$ cat config.mk
export PLATFORM = sky130hd
export DESIGN_NAME = http_chunked_response_line_extractor_top
export DESIGN_NICKNAME = d
export VERILOG_FILES = /design/src/hdl/chre_pkg.sv /design/src/hdl/chre_parser.sv /design/src/hdl/chre_result_fifo.sv /design/src/hdl/http_chunked_response_line_extractor_top.sv
export SDC_FILE = /design/constraint.sdc
export NUM_CORES = 1
export LEC_CHECK = 0
export ABC_CLOCK_PERIOD_IN_PS = 7200
export BUFFER_PORTS_ARGS = -buffer_cell sky130_fd_sc_hd__buf_2
export CAP_MARGIN = 20
export CORE_MARGIN = 4
export CORE_UTILIZATION = 65
export DETAILED_ROUTE_END_ITERATION = 10
export PLACE_DENSITY = 0.87
export SLEW_MARGIN = 40
export SYNTH_ARGS = -nofsm -noshare
export SYNTH_HDL_FRONTEND = slang
export SYNTH_HIERARCHICAL = 1
export SYNTH_SLANG_ARGS = --single-unit
$ cat constraint.sdc
create_clock -name clk -period 7.2 [get_ports clk]
set_input_delay 1.44 -clock clk [delete_from_list [all_inputs] [get_ports clk]]
set_output_delay 1.44 -clock clk [all_outputs]
set_load 0.02 [all_outputs]
$ cat src/hdl/chre_pkg.sv
// ----------------------------------------------------------------------------
// chre_pkg
// Shared types, codes and match tables for the chunked response line
// extractor.
// ----------------------------------------------------------------------------
package chre_pkg;

  typedef struct packed {
    logic       mode;
    logic [7:0] data_byte;
  } chre_in_t;

  typedef struct packed {
    logic [1:0] kind;
    logic [7:0] payload;
    logic [2:0] error_code;
    logic       last;
  } chre_out_t;

  // Results produced by one accepted request: count and up to two entries.
  typedef struct packed {
    logic [1:0] n;
    chre_out_t  r0;
    chre_out_t  r1;
  } chre_push_t;

  typedef enum logic [1:0] {
    PH_IDLE   = 2'd0,
    PH_HEADER = 2'd1,
    PH_STREAM = 2'd2
  } chre_phase_t;

  typedef enum logic [1:0] {
    CH_SIZE = 2'd0,
    CH_DATA = 2'd1,
    CH_CR   = 2'd2,
    CH_LF   = 2'd3
  } chre_chunk_t;

  localparam logic [1:0] KIND_BYTE = 2'd0;
  localparam logic [1:0] KIND_EOL  = 2'd1;
  localparam logic [1:0] KIND_ERR  = 2'd2;

  localparam logic [2:0] ERR_NONE      = 3'd0;
  localparam logic [2:0] ERR_HDR_LONG  = 3'd1;
  localparam logic [2:0] ERR_STATUS    = 3'd2;
  localparam logic [2:0] ERR_NOT_CHUNK = 3'd3;
  localparam logic [2:0] ERR_SIZE_LONG = 3'd4;
  localparam logic [2:0] ERR_ZERO_SIZE = 3'd5;

  localparam logic CFG_HEADER_LIMIT = 1'b0;
  localparam logic CFG_SIZE_LIMIT   = 1'b1;

  localparam logic [15:0] HEADER_LIMIT_RST = 16'd8192;
  localparam logic [11:0] SIZE_LIMIT_RST   = 12'd1024;

  localparam logic [7:0] CHR_CR    = 8'h0D;
  localparam logic [7:0] CHR_LF    = 8'h0A;
  localparam logic [7:0] CHR_BRACE = 8'h7B;
  localparam logic [7:0] CHR_C     = 8'h63;

  localparam logic [23:0] STATUS_200 = 24'h323030;
  localparam logic [31:0] HDR_END    = 32'h0D0A0D0A;

  localparam logic [4:0] TE_LEN = 5'd18;
  localparam logic [2:0] CK_LEN = 3'd7;

  localparam int FIFO_DEPTH = 4;
  localparam int FIFO_PTR_W = 2;

  // "transfer-encoding:" one character per position
  function automatic logic [7:0] te_char(input logic [4:0] idx);
    logic [7:0] c;
    case (idx)
      5'd0:    c = "t";
      5'd1:    c = "r";
      5'd2:    c = "a";
      5'd3:    c = "n";
      5'd4:    c = "s";
      5'd5:    c = "f";
      5'd6:    c = "e";
      5'd7:    c = "r";
      5'd8:    c = "-";
      5'd9:    c = "e";
      5'd10:   c = "n";
      5'd11:   c = "c";
      5'd12:   c = "o";
      5'd13:   c = "d";
      5'd14:   c = "i";
      5'd15:   c = "n";
      5'd16:   c = "g";
      5'd17:   c = ":";
      default: c = 8'h00;
    endcase
    return c;
  endfunction

  // "chunked"
  function automatic logic [7:0] ck_char(input logic [2:0] idx);
    logic [7:0] c;
    case (idx)
      3'd0:    c = "c";
      3'd1:    c = "h";
      3'd2:    c = "u";
      3'd3:    c = "n";
      3'd4:    c = "k";
      3'd5:    c = "e";
      3'd6:    c = "d";
      default: c = 8'h00;
    endcase
    return c;
  endfunction

  // Bit 4 set when the byte is a hex digit, low nibble holds its value.
  function automatic logic [4:0] hex_digit(input logic [7:0] b);
    logic [4:0] r;
    r = 5'd0;
    if (b >= "0" && b <= "9") begin
      r = {1'b1, 4'(b - "0")};
    end else if (b >= "a" && b <= "f") begin
      r = {1'b1, 4'(b - "a" + 8'd10)};
    end else if (b >= "A" && b <= "F") begin
      r = {1'b1, 4'(b - "A" + 8'd10)};
    end
    return r;
  endfunction

  function automatic chre_out_t mk_byte(input logic [7:0] b);
    chre_out_t o;
    o.kind       = KIND_BYTE;
    o.payload    = b;
    o.error_code = ERR_NONE;
    o.last       = 1'b0;
    return o;
  endfunction

  function automatic chre_out_t mk_eol();
    chre_out_t o;
    o.kind       = KIND_EOL;
    o.payload    = 8'h00;
    o.error_code = ERR_NONE;
    o.last       = 1'b0;
    return o;
  endfunction

  function automatic chre_out_t mk_err(input logic [2:0] code);
    chre_out_t o;
    o.kind       = KIND_ERR;
    o.payload    = 8'h00;
    o.error_code = code;
    o.last       = 1'b0;
    return o;
  endfunction

endpackage

$ cat src/hdl/chre_parser.sv
// ----------------------------------------------------------------------------
// chre_parser
// Header checks and chunk framing state, updated once per accepted request;
// produces up to two results for the queue in the same cycle.
// ----------------------------------------------------------------------------
module chre_parser import chre_pkg::*; #(
  parameter int SIZE_WIDTH = 32
) (
  input  logic        clk,
  input  logic        rst_n,
  input  logic        acc,
  input  chre_in_t    item,
  input  logic [15:0] header_limit,
  input  logic [11:0] size_line_limit,
  output chre_push_t  push
);

  chre_phase_t           phase_r, phase_nxt;
  chre_chunk_t           chunk_r, chunk_nxt;
  logic [15:0]           hcount_r, hcount_nxt;
  logic [31:0]           tail_r, tail_nxt;
  logic [4:0]            hpos_r, hpos_nxt;
  logic [2:0]            cpos_r, cpos_nxt;
  logic                  first_r, first_nxt;
  logic                  status_r, status_nxt;
  logic                  chunked_r, chunked_nxt;
  logic                  nopfx_r, nopfx_nxt;
  logic [11:0]           slen_r, slen_nxt;
  logic [SIZE_WIDTH-1:0] sval_r, sval_nxt;
  logic                  sf_cr_r, sf_cr_nxt;
  logic                  sf_stop_r, sf_stop_nxt;
  logic                  sf_long_r, sf_long_nxt;
  logic [SIZE_WIDTH-1:0] rem_r, rem_nxt;
  logic                  ln_start_r, ln_start_nxt;
  logic                  ln_pass_r, ln_pass_nxt;
  logic                  ln_cr_r, ln_cr_nxt;

  logic [7:0]            b;
  logic [7:0]            lc;
  logic [31:0]           tail_new;
  logic [2:0]            cp;
  logic [12:0]           cnt;
  logic [4:0]            hd;
  logic [SIZE_WIDTH+3:0] wide;
  logic [SIZE_WIDTH-1:0] rem_dec;

  // One size-line character: flag too long at the limit, else count it.
  function automatic logic [12:0] count_char(input logic [11:0] len, input logic lg,
                                             input logic [11:0] lim);
    logic [12:0] r;
    if (len >= lim) begin
      r = {1'b1, len};
    end else begin
      r = {lg, len + 12'd1};
    end
    return r;
  endfunction

  assign b  = item.data_byte;
  assign lc = (b inside {["A":"Z"]}) ? b + 8'd32 : b;

  always_comb begin
    phase_nxt    = phase_r;
    chunk_nxt    = chunk_r;
    hcount_nxt   = hcount_r;
    tail_nxt     = tail_r;
    hpos_nxt     = hpos_r;
    cpos_nxt     = cpos_r;
    first_nxt    = first_r;
    status_nxt   = status_r;
    chunked_nxt  = chunked_r;
    nopfx_nxt    = nopfx_r;
    slen_nxt     = slen_r;
    sval_nxt     = sval_r;
    sf_cr_nxt    = sf_cr_r;
    sf_stop_nxt  = sf_stop_r;
    sf_long_nxt  = sf_long_r;
    rem_nxt      = rem_r;
    ln_start_nxt = ln_start_r;
    ln_pass_nxt  = ln_pass_r;
    ln_cr_nxt    = ln_cr_r;
    push         = '0;
    tail_new     = {tail_r[23:0], b};
    cp           = 3'd0;
    cnt          = 13'd0;
    hd           = hex_digit(b);
    wide         = {sval_r, 4'd0} + (SIZE_WIDTH+4)'(hd[3:0]);
    rem_dec      = rem_r - SIZE_WIDTH'(1);

    if (acc) begin
      if (item.mode) begin
        phase_nxt    = PH_HEADER;
        chunk_nxt    = CH_SIZE;
        hcount_nxt   = 16'd0;
        tail_nxt     = 32'd0;
        hpos_nxt     = 5'd0;
        cpos_nxt     = 3'd0;
        first_nxt    = 1'b1;
        status_nxt   = 1'b0;
        chunked_nxt  = 1'b0;
        nopfx_nxt    = 1'b0;
        slen_nxt     = 12'd0;
        sval_nxt     = '0;
        sf_cr_nxt    = 1'b0;
        sf_stop_nxt  = 1'b0;
        sf_long_nxt  = 1'b0;
        rem_nxt      = '0;
        ln_start_nxt = 1'b1;
        ln_pass_nxt  = 1'b0;
        ln_cr_nxt    = 1'b0;
      end else begin
        case (phase_r)
          PH_HEADER: begin
            if (hcount_r >= header_limit) begin
              phase_nxt = PH_IDLE;
              push.n    = 2'd1;
              push.r0   = mk_err(ERR_HDR_LONG);
            end else begin
              hcount_nxt = hcount_r + 16'd1;
              tail_nxt   = tail_new;
              if (b == CHR_LF) begin
                first_nxt = 1'b0;
                nopfx_nxt = 1'b0;
                hpos_nxt  = 5'd0;
                cpos_nxt  = 3'd0;
              end else if (first_r) begin
                if (tail_new[23:0] == STATUS_200) status_nxt = 1'b1;
              end else if (!nopfx_r) begin
                if (hpos_r < TE_LEN) begin
                  if (lc == te_char(hpos_r)) hpos_nxt = hpos_r + 5'd1;
                  else nopfx_nxt = 1'b1;
                end else if (cpos_r < CK_LEN) begin
                  if (lc == ck_char(cpos_r)) cp = cpos_r + 3'd1;
                  else cp = (lc == CHR_C) ? 3'd1 : 3'd0;
                  cpos_nxt = cp;
                  if (cp == CK_LEN) chunked_nxt = 1'b1;
                end
              end
              if (tail_new == HDR_END) begin
                if (!status_nxt) begin
                  phase_nxt = PH_IDLE;
                  push.n    = 2'd1;
                  push.r0   = mk_err(ERR_STATUS);
                end else if (!chunked_nxt) begin
                  phase_nxt = PH_IDLE;
                  push.n    = 2'd1;
                  push.r0   = mk_err(ERR_NOT_CHUNK);
                end else begin
                  phase_nxt    = PH_STREAM;
                  chunk_nxt    = CH_SIZE;
                  slen_nxt     = 12'd0;
                  sval_nxt     = '0;
                  sf_cr_nxt    = 1'b0;
                  sf_stop_nxt  = 1'b0;
                  sf_long_nxt  = 1'b0;
                  rem_nxt      = '0;
                  ln_start_nxt = 1'b1;
                  ln_pass_nxt  = 1'b0;
                  ln_cr_nxt    = 1'b0;
                end
              end
            end
          end
          PH_STREAM: begin
            case (chunk_r)
              CH_SIZE: begin
                if (b == CHR_LF && sf_cr_r) begin
                  if (sf_long_r) begin
                    phase_nxt = PH_IDLE;
                    push.n    = 2'd1;
                    push.r0   = mk_err(ERR_SIZE_LONG);
                  end else if (sval_r == '0) begin
                    phase_nxt = PH_IDLE;
                    push.n    = 2'd1;
                    push.r0   = mk_err(ERR_ZERO_SIZE);
                  end else begin
                    rem_nxt      = sval_r;
                    chunk_nxt    = CH_DATA;
                    slen_nxt     = 12'd0;
                    sval_nxt     = '0;
                    sf_cr_nxt    = 1'b0;
                    sf_stop_nxt  = 1'b0;
                    sf_long_nxt  = 1'b0;
                    ln_start_nxt = 1'b1;
                    ln_pass_nxt  = 1'b0;
                    ln_cr_nxt    = 1'b0;
                  end
                end else begin
                  cnt = {sf_long_r, slen_r};
                  // a CR not followed by LF counts as a character now
                  if (sf_cr_r) cnt = count_char(cnt[11:0], cnt[12], size_line_limit);
                  if (b == CHR_CR) begin
                    sf_cr_nxt = 1'b1;
                  end else begin
                    sf_cr_nxt = 1'b0;
                    cnt = count_char(cnt[11:0], cnt[12], size_line_limit);
                  end
                  slen_nxt    = cnt[11:0];
                  sf_long_nxt = cnt[12];
                  if (!sf_stop_r) begin
                    if (!hd[4]) sf_stop_nxt = 1'b1;
                    else if (wide[SIZE_WIDTH+3:SIZE_WIDTH] != 4'd0) sval_nxt = '1;
                    else sval_nxt = wide[SIZE_WIDTH-1:0];
                  end
                end
              end
              CH_DATA: begin
                rem_nxt = rem_dec;
                if (rem_dec == '0) chunk_nxt = CH_CR;
                if (b == CHR_LF) begin
                  if (ln_pass_r) begin
                    push.n  = 2'd1;
                    push.r0 = mk_eol();
                  end
                  ln_start_nxt = 1'b1;
                  ln_pass_nxt  = 1'b0;
                  ln_cr_nxt    = 1'b0;
                end else if (ln_start_r) begin
                  ln_start_nxt = 1'b0;
                  ln_cr_nxt    = 1'b0;
                  ln_pass_nxt  = (b == CHR_BRACE);
                  if (b == CHR_BRACE) begin
                    push.n  = 2'd1;
                    push.r0 = mk_byte(b);
                  end
                end else if (ln_pass_r) begin
                  // release a held CR once it proves not to end the line
                  ln_cr_nxt = (b == CHR_CR);
                  if (ln_cr_r && b != CHR_CR) begin
                    push.n  = 2'd2;
                    push.r0 = mk_byte(CHR_CR);
                    push.r1 = mk_byte(b);
                  end else if (ln_cr_r) begin
                    push.n  = 2'd1;
                    push.r0 = mk_byte(CHR_CR);
                  end else if (b != CHR_CR) begin
                    push.n  = 2'd1;
                    push.r0 = mk_byte(b);
                  end
                end
              end
              CH_CR: begin
                if (b == CHR_CR) chunk_nxt = CH_LF;
              end
              CH_LF: begin
                if (b == CHR_LF) begin
                  if (ln_pass_r) begin
                    push.n  = 2'd1;
                    push.r0 = mk_eol();
                  end
                  ln_start_nxt = 1'b1;
                  ln_pass_nxt  = 1'b0;
                  ln_cr_nxt    = 1'b0;
                  chunk_nxt    = CH_SIZE;
                  rem_nxt      = '0;
                end
              end
              default: begin
                chunk_nxt = CH_SIZE;
              end
            endcase
          end
          default: begin
            phase_nxt = phase_r;
          end
        endcase
      end
    end

    if (push.n == 2'd1) push.r0.last = 1'b1;
    if (push.n == 2'd2) push.r1.last = 1'b1;
  end

  always_ff @(posedge clk) begin
    if (!rst_n) begin
      phase_r    <= PH_IDLE;
      chunk_r    <= CH_SIZE;
      hcount_r   <= 16'd0;
      tail_r     <= 32'd0;
      hpos_r     <= 5'd0;
      cpos_r     <= 3'd0;
      first_r    <= 1'b1;
      status_r   <= 1'b0;
      chunked_r  <= 1'b0;
      nopfx_r    <= 1'b0;
      slen_r     <= 12'd0;
      sval_r     <= '0;
      sf_cr_r    <= 1'b0;
      sf_stop_r  <= 1'b0;
      sf_long_r  <= 1'b0;
      rem_r      <= '0;
      ln_start_r <= 1'b1;
      ln_pass_r  <= 1'b0;
      ln_cr_r    <= 1'b0;
    end else begin
      phase_r    <= phase_nxt;
      chunk_r    <= chunk_nxt;
      hcount_r   <= hcount_nxt;
      tail_r     <= tail_nxt;
      hpos_r     <= hpos_nxt;
      cpos_r     <= cpos_nxt;
      first_r    <= first_nxt;
      status_r   <= status_nxt;
      chunked_r  <= chunked_nxt;
      nopfx_r    <= nopfx_nxt;
      slen_r     <= slen_nxt;
      sval_r     <= sval_nxt;
      sf_cr_r    <= sf_cr_nxt;
      sf_stop_r  <= sf_stop_nxt;
      sf_long_r  <= sf_long_nxt;
      rem_r      <= rem_nxt;
      ln_start_r <= ln_start_nxt;
      ln_pass_r  <= ln_pass_nxt;
      ln_cr_r    <= ln_cr_nxt;
    end
  end

endmodule

$ cat src/hdl/chre_result_fifo.sv
// ----------------------------------------------------------------------------
// chre_result_fifo
// Four-entry result queue taking up to two results per cycle and handing out
// one per cycle while the output does not stall.
// ----------------------------------------------------------------------------
module chre_result_fifo import chre_pkg::*; (
  input  logic       clk,
  input  logic       rst_n,
  input  chre_push_t push,
  output logic       room_low,
  output logic       out_valid,
  input  logic       out_stall,
  output chre_out_t  out_data
);

  chre_out_t             mem_r [FIFO_DEPTH];
  logic [FIFO_PTR_W-1:0] wr_ptr_r, wr_ptr_nxt;
  logic [FIFO_PTR_W-1:0] rd_ptr_r, rd_ptr_nxt;
  logic [FIFO_PTR_W:0]   count_r, count_nxt;
  logic                  pop;

  assign out_valid = (count_r != '0);
  assign out_data  = mem_r[rd_ptr_r];
  assign pop       = out_valid && !out_stall;
  // hold the input side unless two free slots remain
  assign room_low  = (count_r > (FIFO_PTR_W+1)'(FIFO_DEPTH - 2));

  assign wr_ptr_nxt = wr_ptr_r + FIFO_PTR_W'(push.n);
  assign rd_ptr_nxt = rd_ptr_r + FIFO_PTR_W'(pop);
  assign count_nxt  = count_r + (FIFO_PTR_W+1)'(push.n) - (FIFO_PTR_W+1)'(pop);

  always_ff @(posedge clk) begin
    if (push.n != 2'd0) mem_r[wr_ptr_r] <= push.r0;
    if (push.n == 2'd2) mem_r[wr_ptr_r + FIFO_PTR_W'(1)] <= push.r1;
  end

  always_ff @(posedge clk) begin
    if (!rst_n) begin
      wr_ptr_r <= '0;
      rd_ptr_r <= '0;
      count_r  <= '0;
    end else begin
      wr_ptr_r <= wr_ptr_nxt;
      rd_ptr_r <= rd_ptr_nxt;
      count_r  <= count_nxt;
    end
  end

endmodule

$ cat src/hdl/http_chunked_response_line_extractor_top.sv
// ----------------------------------------------------------------------------
// http_chunked_response_line_extractor_top
// Checks an HTTP response header, decodes chunked framing and streams out the
// lines of each chunk that start with an opening brace.
// ----------------------------------------------------------------------------
// One request is taken per clock: each byte (or restart) updates the header
// and chunk state in the cycle it is accepted, and the one or two results it
// causes enter a four-entry result queue, visible at the output from the next
// cycle. The input stalls only while that queue has fewer than two free
// slots, so the sustained rate is one request per cycle as long as the output
// side drains one result per cycle and at most one result per byte is made;
// a byte that releases a held CR makes two. Write the limit registers only
// while the block is idle. A restart clears all parsing state but keeps the
// limits; after an error the block ignores bytes until the next restart.
module http_chunked_response_line_extractor_top import chre_pkg::*; #(
  parameter int SIZE_WIDTH = 32
) (
  input  logic        clk,
  input  logic        rst_n,
  input  logic        in_valid,
  output logic        in_stall,
  input  chre_in_t    in_data,
  output logic        out_valid,
  input  logic        out_stall,
  output chre_out_t   out_data,
  input  logic        cfg_we,
  input  logic        cfg_addr,
  input  logic [15:0] cfg_wdata
);

  logic [15:0] header_limit_r;
  logic [11:0] size_limit_r;
  logic        in_acc;
  logic        room_low;
  chre_push_t  push;

  assign in_stall = room_low;
  assign in_acc   = in_valid && !in_stall;

  // Limit registers: plain writes, no read-back
  always_ff @(posedge clk) begin
    if (!rst_n) begin
      header_limit_r <= HEADER_LIMIT_RST;
      size_limit_r   <= SIZE_LIMIT_RST;
    end else if (cfg_we) begin
      case (cfg_addr)
        CFG_HEADER_LIMIT: header_limit_r <= cfg_wdata;
        CFG_SIZE_LIMIT:   size_limit_r   <= cfg_wdata[11:0];
        default:          header_limit_r <= header_limit_r;
      endcase
    end
  end

  // Parse each accepted request and form its results
  chre_parser #(
    .SIZE_WIDTH(SIZE_WIDTH)
  ) u_parser (
    .clk            (clk),
    .rst_n          (rst_n),
    .acc            (in_acc),
    .item           (in_data),
    .header_limit   (header_limit_r),
    .size_line_limit(size_limit_r),
    .push           (push)
  );

  // Queue results so the input keeps flowing while the output stalls
  chre_result_fifo u_fifo (
    .clk      (clk),
    .rst_n    (rst_n),
    .push     (push),
    .room_low (room_low),
    .out_valid(out_valid),
    .out_stall(out_stall),
    .out_data (out_data)
  );

endmodule

==> out/results.txt <==
The final route contains 12360 vias. Via-per-instance ratio: 6.471. In this run the remaining antenna-violating nets after routing total 0. Summed over all nets, the switching power comes to 987.9 uW. At the later pin of the worst-skew pair, clock insertion delay measures 550 ps. The worst setup path is captured at a flip-flop.

VDD sags by at most 0.2090 mV. From synthesis to final layout, the design area changed by 8.031%. The worst hold path begins at header_limit_r[9]. After the first detailed-routing iteration, the DRC count stood at 1482.

Tracing the worst setup path back leads to its startpoint at u_parser/slen_r[0]. The number of hold buffers added after cts is 0, and the maximum number of pins on one net before global-route repair is 75. The area enclosed by the die boundary is 24470 um2, and the number of cells in the design after placement is 1862. The tools report the count of clock tree sinks as 236. The fraction of power spent switching nets came out at 0.2868. The proportion of synthesized flip-flops having asynchronous set or reset is 0, and the number of instances in the synthesized netlist is 1611. The number of gates resized after CTS was 0. Category of the most critical setup path: flip-flop to flip-flop. The wire length per cell came out at 18.85 um. The floorplan step set the die height to 156.4 um.

In the synthesized netlist the dominant register cell turns out to be dfxtp_1. The run gives 0.6581 as the initial cell density of the core. The run gives 0 ps as the setup TNS after final layout. TritonCTS built the clock tree. In this run, CTS created clock tree buffers numbering 26.

The final-report hold violation count is 0, and the count of pins on the block boundary is 47. 0 antenna diodes ended up in the layout. The flow ran to the end, and the final reports show no timing, DRC or antenna violations. Row generation in the floorplan step produced 54 rows.

In this run the static leakage power is 6.008 nW. The slowest stage of the critical path belongs to the cell xor2_1. The worst slack at placement came out at 1483 ps. The startpoint identified for the worst register-to-register timing path is u_parser/slen_r[0]. Yosys attributes the largest share of cell area to dfxtp_1, edfxtp_1, ha_1, nor2_1, nand2_1.

The top cell types in the final layout, fill and taps aside, are nor2_1, dfxtp_1, nand2_1. Max-cap violation count: 0. The sequential share of power came out at 0.416. The clock share of power is 0.403, and the measured slew at the worst slew-check pin is 969.7 ps. After layout, the minimum clock period comes to 5293 ps.

The dominant cell type by area after synthesis is dfxtp_1. Global routing usage summed across all routing layers: 0.2886. The worst hold-check slack came out at 460.0 ps. Between clock sinks in the finished design, the worst skew comes to 31.55 ps. The kind of path behind the tightest hold check is flip-flop to flip-flop.

The part of the total power dissipated in combinational logic came out at 0.181. The tools report the post-layout utilization of the core as 0.7110. The run gives 1600 as the fill cell total of the finished layout. Buffers placed on the I/O ports in this run total 46. The portion of synthesized cell area occupied by the leading cell type is 0.2517, and the critical path buffer and inverter count is 3. In the routed design, unresolved DRC markers number 0.

The distinct cell type count after synthesis came out at 88. The total area inside the core boundary comes to 21760 um2. The count of final max-slew check failures was 0.

Walking the worst path, the cells encountered are inv_1, ha_1, nand2b_1, a21o_1, a211o_1, a211oi_1, buf_4, nand3_1, xor2_1, inv_1, ha_1, a21o_1, a211oi_1, o21ai_0, a21oi_1, o21a_1, nand2_1, or2_2, o21ai_0, a2bb2oi_1, a21oi_1. Detailed placement ended at an HPWL of 24910 um. The tools report the via count of the first global-routing pass as 11800.

Summing all placed instances gives a cell area of 14560 um2. After the flow finishes, the layout carries non-filler instances totaling 1910. The final period utilization works out to 0.7351.

The number of buffers inserted to repair setup after CTS is 0, and the net count reported at finish is 1719. The share of cells above drive strength 1 is 0.1368. In this run the horizontal extent of the chip is 156.4 um. The required time reported for the critical path endpoint is 7590 ps, and the cell-internal power is 2.456 mW.

The startpoint class of the critical path is a flip-flop. The tools report the initial antenna violation count as 0. The maximum level of the CTS H-tree was 1.

Biggest fanout along the worst timing path: 12. In this design, the stage delay of the slowest critical-path cell is 480 ps. Clock-pin slew was measured on the worst setup and hold paths at 60 ps. The final worst setup slack was 1907 ps; the count of flip-flops with a built-in enable after synthesis was 56.

Remaining global-route overflow: 0. Setup repair after global routing left no endpoint under its margin. The remaining max-slew budget at the tightest pin is 0.3523, and the post-synthesis instance area is 14320 um2.

The most common cell after layout, fill and taps aside is nor2_1. Counting along the longest clock path gives a buffer depth of 3. The total non-filler cell area in the finished layout was 15470 um2. Kind of cell adding the most delay to the critical path: compound AO/OA/AOI/OAI gates. The final wirelength is 36010 um, and the sequential-to-total area share from yosys stat is 0.3691.

A synthesized cell averages 8.887 um2. The number of synthesized register bits is 236, and the maximum clock frequency is 188.9 MHz. The first global-routing pass estimated 59010 um of wire. The total power divided by cell area is 222.7 nW/um2. For this run, the number of Yosys warnings is 6.

The completed layout was analyzed and its total power is 3.444 mW. The cell at the root of the clock tree was clkbuf_16. The critical path arrival came out at 5690 ps. The logs give 7 for the first-pass detailed-route iteration total and 0 for the setup-violating endpoint count in the final report. At the end of routability-driven placement, the weighted congestion stood at 0.9773.
-- cell type report --
type,instances,area (um2),share of cell area
sequential,236,5286,0.3418
clock buffer,37,753.2,0.04870
multi-input combinational,1206,8295,0.5363
timing repair buffer,59,331.6,0.02144
clock inverter,11,146.4,0.009464
tap,280,350.3,0.02265
inverter,81,304.0,0.01966
-- final timing paths --
check | end | slack (ps) | cells after the start
setup / recovery | u_parser/slen_r[6] | 1910 | 21
hold / removal | header_limit_r[9] | 460 | 2
setup reg to reg | u_parser/slen_r[6] | 1910 | 21
hold reg to reg | header_limit_r[9] | 460 | 2
-- flip-flops by register name, indices dropped and copies added (netlist names), 2 cells and up, named ones only --
| register | flops |
|---|---|
| u_parser/tail_r | 24 |
| u_fifo/count_r | 3 |
| u_parser/slen_r | 12 |
| header_limit_r | 16 |
| u_parser/hcount_r | 16 |
| u_parser/sval_r | 32 |
| size_limit_r | 12 |
| u_parser/chunk_r | 2 |
| u_parser/phase_r | 2 |
| u_fifo/wr_ptr_r | 2 |
| u_parser/rem_r | 32 |
| u_fifo/rd_ptr_r | 2 |
| u_parser/hpos_r | 5 |
| u_parser/cpos_r | 3 |
| u_fifo/mem_r | 56 |
-- power groups by stage --
stage          logic [mW]  clock network, mW  registers (mW)
2_1_floorplan       0.489                  0            1.43
3_3_place_gp        0.587                  0            1.46
3_5_place_dp        0.605                  0            1.46
4_1_cts             0.614               1.40            1.43
5_1_grt             0.682               1.45            1.44
6_report            0.622               1.39            1.43
-- worst min-delay path, stage by stage (launching register included) --
cell	delay (ps)
dfxtp_1	310
nand2_1	50
mux2i_1	50
-- kinds of logic (layout without fill, tap and decap cells) --
family                     after synthesis  in the layout  synth area share
adders and majority gates               78             78           0.06869
xor gates and xnor gates                67             67           0.04151
and+or+nand+nor                        638            638            0.2217
buffers and inverters                  173            188           0.05619
muxes                                  106            106           0.09639
DFF                                    236            236            0.3691
AOI/OAI and AO/OA                      312            312            0.1461
other                                    1              5         0.0002619
-- metal layers --
metal	vias to the layer above	global-route usage	wire [um]
met5	-	0	0
met4	0	0.09050	936
met3	95	0.04950	3091
met2	591	0.4761	16810
met1	5891	0.3894	15170
li1	5782	-	-
-- synth_stat cells, types with 8 or more instances --
master / count
and2_1: 20
and3_1: 16
nor4_1: 25
buf_2: 14
nand2b_1: 11
xnor2_1: 29
mux2i_1: 34
xor2_1: 37
a31oi_1: 11
nand2_1: 170
clkbuf_1: 58
nand3_1: 36
o211ai_1: 8
nor4b_1: 8
ha_1: 77
a211oi_1: 14
a21o_1: 14
nand4_1: 22
nor2_1: 188
o21ai_0: 68
mux2_4: 19
buf_6: 9
nor3_1: 58
a221oi_1: 14
a21oi_1: 65
mux2_2: 37
dfxtp_1: 180
nor2b_1: 19
inv_1: 81
a22oi_1: 37
mux4_2: 14
edfxtp_1: 56
or3_1: 13
No activity file was read; power rests on OpenSTA's default activity.
